$ cat src/hw/rtl/sus_pkg.sv
`default_nettype none
package sus_pkg;

  localparam int CAPACITY = 16;
  localparam int CNT_W    = $clog2(CAPACITY + 1);
  localparam int VAL_W    = 32;

  typedef enum logic [1:0] {
    KIND_SEARCH = 2'd0,
    KIND_INSERT = 2'd1,
    KIND_DELETE = 2'd2,
    KIND_SPARE  = 2'd3
  } kind_t;

  localparam logic [1:0] ST_DONE  = 2'd0;
  localparam logic [1:0] ST_NOCHG = 2'd1;
  localparam logic [1:0] ST_FULL  = 2'd2;

  typedef logic signed [VAL_W-1:0] val_t;
  typedef logic [CNT_W-1:0]        cnt_t;

  typedef struct packed {
    logic ins;
    logic del;
    val_t key;
  } cell_ctrl_t;

endpackage
`default_nettype wire

$ cat src/hw/rtl/sus_if.sv
`default_nettype none
interface sus_in_if;
  logic              valid;
  logic              ready;
  logic [1:0]        kind;
  logic signed [31:0] value;

  modport source (output valid, kind, value, input ready);
  modport sink   (input valid, kind, value, output ready);
endinterface

interface sus_out_if;
  logic       valid;
  logic       ready;
  logic       was_present;
  logic [1:0] status;
  logic [4:0] entry_count;

  modport source (output valid, was_present, status, entry_count, input ready);
  modport sink   (input valid, was_present, status, entry_count, output ready);
endinterface
`default_nettype wire

$ cat src/hw/rtl/sus_cell.sv
`default_nettype none
module sus_cell (
  input  wire logic                clk,
  input  wire sus_pkg::cell_ctrl_t ctrl,
  input  wire logic                vld,
  input  wire logic                left_lt,
  input  wire sus_pkg::val_t       left_val,
  input  wire sus_pkg::val_t       right_val,
  output logic                     lt,
  output logic                     eq,
  output sus_pkg::val_t            val
);
  import sus_pkg::*;

  val_t val_r;
  val_t val_nxt;

  assign val = val_r;
  assign lt  = vld && (val_r < ctrl.key);
  assign eq  = vld && (val_r == ctrl.key);

  // insert: below-key cells hold, first other takes key, rest shift right
  // delete: cells from the match onwards pull from the right
  always_comb begin
    val_nxt = val_r;
    if (ctrl.ins) begin
      if (!lt) begin
        val_nxt = left_lt ? ctrl.key : left_val;
      end
    end else if (ctrl.del) begin
      if (!lt) begin
        val_nxt = right_val;
      end
    end
  end

  always_ff @(posedge clk) begin
    val_r <= val_nxt;
  end

endmodule
`default_nettype wire

$ cat src/hw/rtl/sorted_unique_set_engine.sv
// channel | dir | handshake     | payload
// in_ch   | in  | valid/ready   | kind[1:0], value[31:0] signed
// out_ch  | out | valid/ready   | was_present, status[1:0], entry_count[4:0]
//
// One operation per cycle unless the output stalls: every cell compares in
// parallel, the row shifts in the same edge, and the result is registered.
// Synchronous active-low reset empties the set; cell values are not reset.
// A single output register holds the result; a new beat is taken whenever
// that register is empty or being drained in the same cycle.
`default_nettype none
module sorted_unique_set_engine (
  input  wire logic clk,
  input  wire logic rst_n,
  sus_in_if.sink    in_ch,
  sus_out_if.source out_ch
);
  import sus_pkg::*;

  cnt_t       cnt_r;
  cnt_t       cnt_nxt;
  logic       out_vld_r;
  logic       present_r;
  logic [1:0] status_r;
  logic [4:0] count_r;

  logic       acc;
  logic       present;
  logic       full;
  logic [1:0] status;
  cell_ctrl_t ctrl;

  logic [CAPACITY-1:0] lt_v;
  logic [CAPACITY-1:0] eq_v;
  val_t                val_v [CAPACITY];

  assign in_ch.ready = !out_vld_r || out_ch.ready;
  assign acc         = in_ch.valid && in_ch.ready;
  assign present     = |eq_v;
  assign full        = (cnt_r == CNT_W'(CAPACITY));

  always_comb begin
    ctrl.key = in_ch.value;
    ctrl.ins = 1'b0;
    ctrl.del = 1'b0;
    cnt_nxt  = cnt_r;
    status   = ST_DONE;
    case (kind_t'(in_ch.kind))
      KIND_INSERT: begin
        if (present) begin
          status = ST_NOCHG;
        end else if (full) begin
          status = ST_FULL;
        end else begin
          ctrl.ins = acc;
          cnt_nxt  = cnt_r + 1'b1;
        end
      end
      KIND_DELETE: begin
        if (present) begin
          ctrl.del = acc;
          cnt_nxt  = cnt_r - 1'b1;
        end else begin
          status = ST_NOCHG;
        end
      end
      default: begin
        status = ST_DONE;
      end
    endcase
  end

  for (genvar i = 0; i < CAPACITY; i++) begin : g_cell
    logic vld;
    logic lft_lt;
    val_t lft_val;
    val_t rgt_val;

    assign vld = (CNT_W'(i) < cnt_r);
    if (i == 0) begin : g_first
      assign lft_lt  = 1'b1;
      assign lft_val = val_v[i];
    end else begin : g_mid
      assign lft_lt  = lt_v[i-1];
      assign lft_val = val_v[i-1];
    end
    if (i == CAPACITY - 1) begin : g_last
      assign rgt_val = val_v[i];
    end else begin : g_nrm
      assign rgt_val = val_v[i+1];
    end

    sus_cell u_cell (
      .clk       (clk),
      .ctrl      (ctrl),
      .vld       (vld),
      .left_lt   (lft_lt),
      .left_val  (lft_val),
      .right_val (rgt_val),
      .lt        (lt_v[i]),
      .eq        (eq_v[i]),
      .val       (val_v[i])
    );
  end

  always_ff @(posedge clk) begin
    if (!rst_n) begin
      cnt_r     <= '0;
      out_vld_r <= 1'b0;
    end else begin
      if (acc) begin
        cnt_r     <= cnt_nxt;
        out_vld_r <= 1'b1;
      end else if (out_ch.ready) begin
        out_vld_r <= 1'b0;
      end
    end
  end

  always_ff @(posedge clk) begin
    if (acc) begin
      present_r <= present;
      status_r  <= status;
      count_r   <= 5'(cnt_nxt);
    end
  end

  assign out_ch.valid       = out_vld_r;
  assign out_ch.was_present = present_r;
  assign out_ch.status      = status_r;
  assign out_ch.entry_count = count_r;

endmodule
`default_nettype wire

$ cat src/flat_wrapper.sv
// flat-port wrapper written by rule: the top's interface ports become plain ports
module sorted_unique_set_engine_flat import sus_pkg::*;
  (clk, rst_n, in_ch_valid, in_ch_kind, in_ch_value, in_ch_ready, out_ch_valid, out_ch_was_present, out_ch_status, out_ch_entry_count, out_ch_ready);
  sus_in_if in_ch_i ();
  sus_out_if out_ch_i ();
  input  wire logic clk;
  input  wire logic rst_n;
  input wire logic [$bits(in_ch_i.valid)-1:0] in_ch_valid;
  input wire logic [$bits(in_ch_i.kind)-1:0] in_ch_kind;
  input wire logic [$bits(in_ch_i.value)-1:0] in_ch_value;
  output wire logic [$bits(in_ch_i.ready)-1:0] in_ch_ready;
  output wire logic [$bits(out_ch_i.valid)-1:0] out_ch_valid;
  output wire logic [$bits(out_ch_i.was_present)-1:0] out_ch_was_present;
  output wire logic [$bits(out_ch_i.status)-1:0] out_ch_status;
  output wire logic [$bits(out_ch_i.entry_count)-1:0] out_ch_entry_count;
  input wire logic [$bits(out_ch_i.ready)-1:0] out_ch_ready;
  assign in_ch_i.valid = in_ch_valid;
  assign in_ch_i.kind = in_ch_kind;
  assign in_ch_i.value = in_ch_value;
  assign in_ch_ready = in_ch_i.ready;
  assign out_ch_valid = out_ch_i.valid;
  assign out_ch_was_present = out_ch_i.was_present;
  assign out_ch_status = out_ch_i.status;
  assign out_ch_entry_count = out_ch_i.entry_count;
  assign out_ch_i.ready = out_ch_ready;
  sorted_unique_set_engine u_core (.clk(clk), .rst_n(rst_n), .in_ch(in_ch_i), .out_ch(out_ch_i));
endmodule
$ cat config.mk
export PLATFORM = sky130hd
export DESIGN_NAME = sorted_unique_set_engine_flat
export DESIGN_NICKNAME = d
export VERILOG_FILES = /design/src/hw/rtl/sus_pkg.sv /design/src/hw/rtl/sus_if.sv /design/src/hw/rtl/sus_cell.sv /design/src/hw/rtl/sorted_unique_set_engine.sv /design/src/flat_wrapper.sv
export SDC_FILE = /design/constraint.sdc
export NUM_CORES = 2
export LEC_CHECK = 0
export BUFFER_PORTS_ARGS = -buffer_cell sky130_fd_sc_hd__clkbuf_2
export CAP_MARGIN = 0
export CORE_ASPECT_RATIO = 0.8
export CORE_MARGIN = 2
export CORE_UTILIZATION = 30
export CTS_BUF_LIST = sky130_fd_sc_hd__clkbuf_4 sky130_fd_sc_hd__clkbuf_8 sky130_fd_sc_hd__clkbuf_16
export DETAILED_ROUTE_END_ITERATION = 10
export SYNTH_ARGS = -nofsm -noshare
export SYNTH_HDL_FRONTEND = slang
export SYNTH_SLANG_ARGS = --single-unit
$ cat constraint.sdc
create_clock -name clk -period 18.8 [get_ports clk]
set_input_delay 2.82 -clock clk [delete_from_list [all_inputs] [get_ports clk]]
set_output_delay 2.82 -clock clk [all_outputs]
set_load 0.005 [all_outputs]
==> run summary <==
run status - finished, final reports clean
Yosys Warn Count - 0
ratio of cells with drive above 1 in the final layout - 7.94%
area share of and/or/nand/nor cells after synthesis - 11.7%
post-synthesis sequential area ratio - 40.8%
Worst setup EP type - flop
EDFF count, synth - 520
Cell Area, Synth - 0.0385 sq mm
Slew HR - 8.58%
Data arrival, critical path - 9.09 ns
Max Fclk - 115 MHz
FF+latch count, synth - 526
WP data required - 19.16 ns
cts bufs inserted - 61
final clock period utilization by the worst path - 46.4%
net load switching power - 0.000899 W
Switching Share - 28.8%
Max Slew Vio Count - 0
share of total power in combinational logic - 14.9%
compound-gate portion of the synthesized area - 16.5%
detail-routed via count per cell - 5.98
count of unresolved DRC violations after routing - 0
vias in the first global route - 30488
top-count cell post-synth - o21ai_0
clock tree from TritonCTS - built
synthesized instance count - 3830
type of the setup path with the least slack - in2reg
overall overflow remaining after global route - 0
leakage power - 17.9 nW
starting density of the core - 30.2%
wire length of the first global-routing pass - 216000 um
Clock transition at path regs - 0.06 ns
highest-delay cell along the critical path - nor4_1
synthesized area divided by synthesized cell count - 10.1 sq um
part of the power in registers - 43.9%
Cell Rows - 117
reg-to-reg critical path endpoint - u_core.g_cell[7].u_cell.val[5]
number of max-cap violations - 0
worst reg2reg setup slack - 12.73 ns
unrepaired setup endpoints after global routing - false
Slew @ Worst Pin - 1.36 ns
asr flop ratio synth - 0%
routability congestion estimate - 0.964
Clock Root Buffer - clkbuf_16
count of routing violations after the opening detailed-route iteration - 4654
CP Max Fanout - 119
total number of nets in the final design - 4336
Critical path origin - in_ch_value[30]
areal power density over the cells - 73.2 mW/mm^2
Internal Power - 0.00222 W
port bufs - 47
core occupancy in the finished layout - 33.5%
number of antenna violations at the first check in global routing - 5
multiplexer share of the synthesized area - 10.5%
largest net degree at the start of global routing - 124
via count of the routed design - 32846
post-place setup slack - 9.78 ns
total setup violations reported at the end of the flow - 0
cell depth of the worst hold path - 2
CTS Sinks - 526
final number of hold-violating endpoints - 0
clk_skew - 0.0263 ns
maximum level of the CTS H-tree - 2
antenna-violating nets left - 0
I/O pin total - 48
clock network power share - 41.2%
most area-consuming cells after synthesis - edfxtp_1 41%, ha_1 17%, mux2i_1 9.4%, o21ai_0 6.9%, nand2_1 4.5%
maximum cell stage delay along the critical path - 1.18 ns
R2R depth - 10
setup repair bufs after CTS - 0
fill cell count - 12888
number of detailed-routing iterations run before antenna repair - 6
xor/xnor cell area share of the yosys netlist - 0%
most used flip-flop cell after synthesis - edfxtp_1
maximum root-to-sink buffer count - 3
shortest clock period the worst path allows after layout - 8.73 ns
post-synth cell types - 73
worst hold margin - 0.534 ns
count of hold buffers inserted by post-cts repair - 0
cell type with the highest occurrence count on the critical path - buf_4
startpoint types - input port
half-perimeter wire length after placement - 106000 um
Max rail drop VDD - 0.0793 mV
most area-hungry cell type in the Yosys netlist - edfxtp_1
Critical Path, Cell by Cell - clkbuf_2 -> inv_1 -> ha_1 -> nand4_1 -> nor4_1 -> nand3_1 -> o2111ai_1 -> nor4_2 -> nand3_4 -> buf_4 -> buf_4 -> o21ai_0
area share of fa/ha/maj cells after synthesis - 16.8%
overall fraction of global-route tracks in use - 22.1%
die footprint - 0.131 sq mm
Hold Crit Class - reg2reg
relative area change from synthesis to final layout - 10.6%
area occupied by registers - 0.0157 sq mm
number of instances resized during post-cts repair - 0
Die Wd - 405 um
Post-Synthesis Net Count - 4386
FF-to-FF Start - u_core.g_cell[14].u_cell.val[25]
Diodes inserted - 0
Setup crit end - u_core.g_cell[7].u_cell.val[5]
clock latency on the worst-skew pair - 0.67 ns
DRT Wirelength - 151000 um
core footprint - 0.127 sq mm
total negative slack - 0 ns
total power draw - 0.00312 W
die outline height - 325 um
setup ws final - 10.07 ns
wire length per cell - 27.5 um
footprint of the multi-input gates - 0.0217 sq mm
top cells by instance count after synthesis - 529 x o21ai_0, 520 x edfxtp_1, 518 x ha_1
main combinational cell family by area after synthesis - adder cells
fraction of synthesized cell area taken by the top area cell type - 40.5%
[logic make-up (layout without fill, tap and decap cells)]
group	Yosys count	count (layout)
flops	526	526
fa+ha+maj	518	518
buf+inv	309	307
compound gates	1096	1096
simple gates	982	982
mux	399	399
[area by class of cell]
| cell class | count | area share, % |
|---|---|---|
| clock buffer | 75 | 3.93 |
| clock inverter | 36 | 0.972 |
| inverter | 81 | 0.714 |
| multi-input combinational | 2995 | 50.8 |
| sequential | 526 | 36.9 |
| tap | 1666 | 4.89 |
| timing repair buffer | 115 | 1.75 |
[power groups by stage]
| stage | Sequential [W] | Combinational [W] | Clock [W] |
|---|---|---|---|
| detailed placement | 0.00139 | 0.000449 | 0 |
| global route | 0.00137 | 0.000502 | 0.00133 |
| global placement | 0.00139 | 0.000439 | 0 |
| CTS | 0.00137 | 0.000450 | 0.00129 |
| finish | 0.00137 | 0.000464 | 0.00129 |
| floorplan | 0.00137 | 0.000285 | 0 |
[per-layer routing]
layer	global-route usage, %	routed length (um)	share of wire (%)	vias to the layer above
met3	4.73	17200	11	289
met4	7.93	5920	3.9	2
li1	-	-	-	14551
met5	0	103	0.068	-
met1	32.7	66300	44	16047
met2	31.3	61500	41	1957
[flip-flops by register name, indices dropped and copies added, names as in the netlist]
signal / flops
u_core.out_ch.entry_count: 5
u_core.out_ch.status: 2
u_core.cnt_r: 5
u_core.out_ch.was_present: 1
u_core.g_cell.u_cell.val: 512
u_core.out_ch.valid: 1
[worst min-delay path by stage]
stage	from	endpoint	slack (ns)
2_1_floorplan	u_core.g_cell[15].u_cell.val[0]	u_core.g_cell[14].u_cell.val[0]	0.52
3_3_place_gp	u_core.out_ch.valid	u_core.out_ch.valid	0.51
3_5_place_dp	u_core.out_ch.valid	u_core.out_ch.valid	0.53
4_1_cts	u_core.out_ch.valid	u_core.out_ch.valid	0.53
5_1_grt	u_core.out_ch.valid	u_core.out_ch.valid	0.56
6_report	u_core.out_ch.valid	u_core.out_ch.valid	0.53
[per-stage QoR]
step                cell area (sq um)  std cells
finish                          42600       5494
global route                    42600       5494
CTS                             42600       5494
detailed placement              40500       5383
global placement                40500       5383
floorplan                       38500       3830
[cells in the final DEF, fill, tap and decap left out, types with 80 or more instances in the layout]
cell type,instances
a21o_1,110
nand3_1,98
inv_1,80
nand4_1,129
mux2i_1,355
nor2_1,154
nand2_1,458
o21ai_0,529
a21oi_1,189
ha_1,518
a31oi_1,110
edfxtp_1,520
[critical path, delay by kind of cell]
| kind | cells | cell delay [ns] |
|---|---|---|
| buffers and inverters | 4 | 2.68 |
| and+or+nand+nor | 5 | 2.45 |
| AOI/OAI and AO/OA | 2 | 0.52 |
| adders and majority gates | 1 | 0.48 |
No activity file was read; power rests on OpenSTA's default activity.
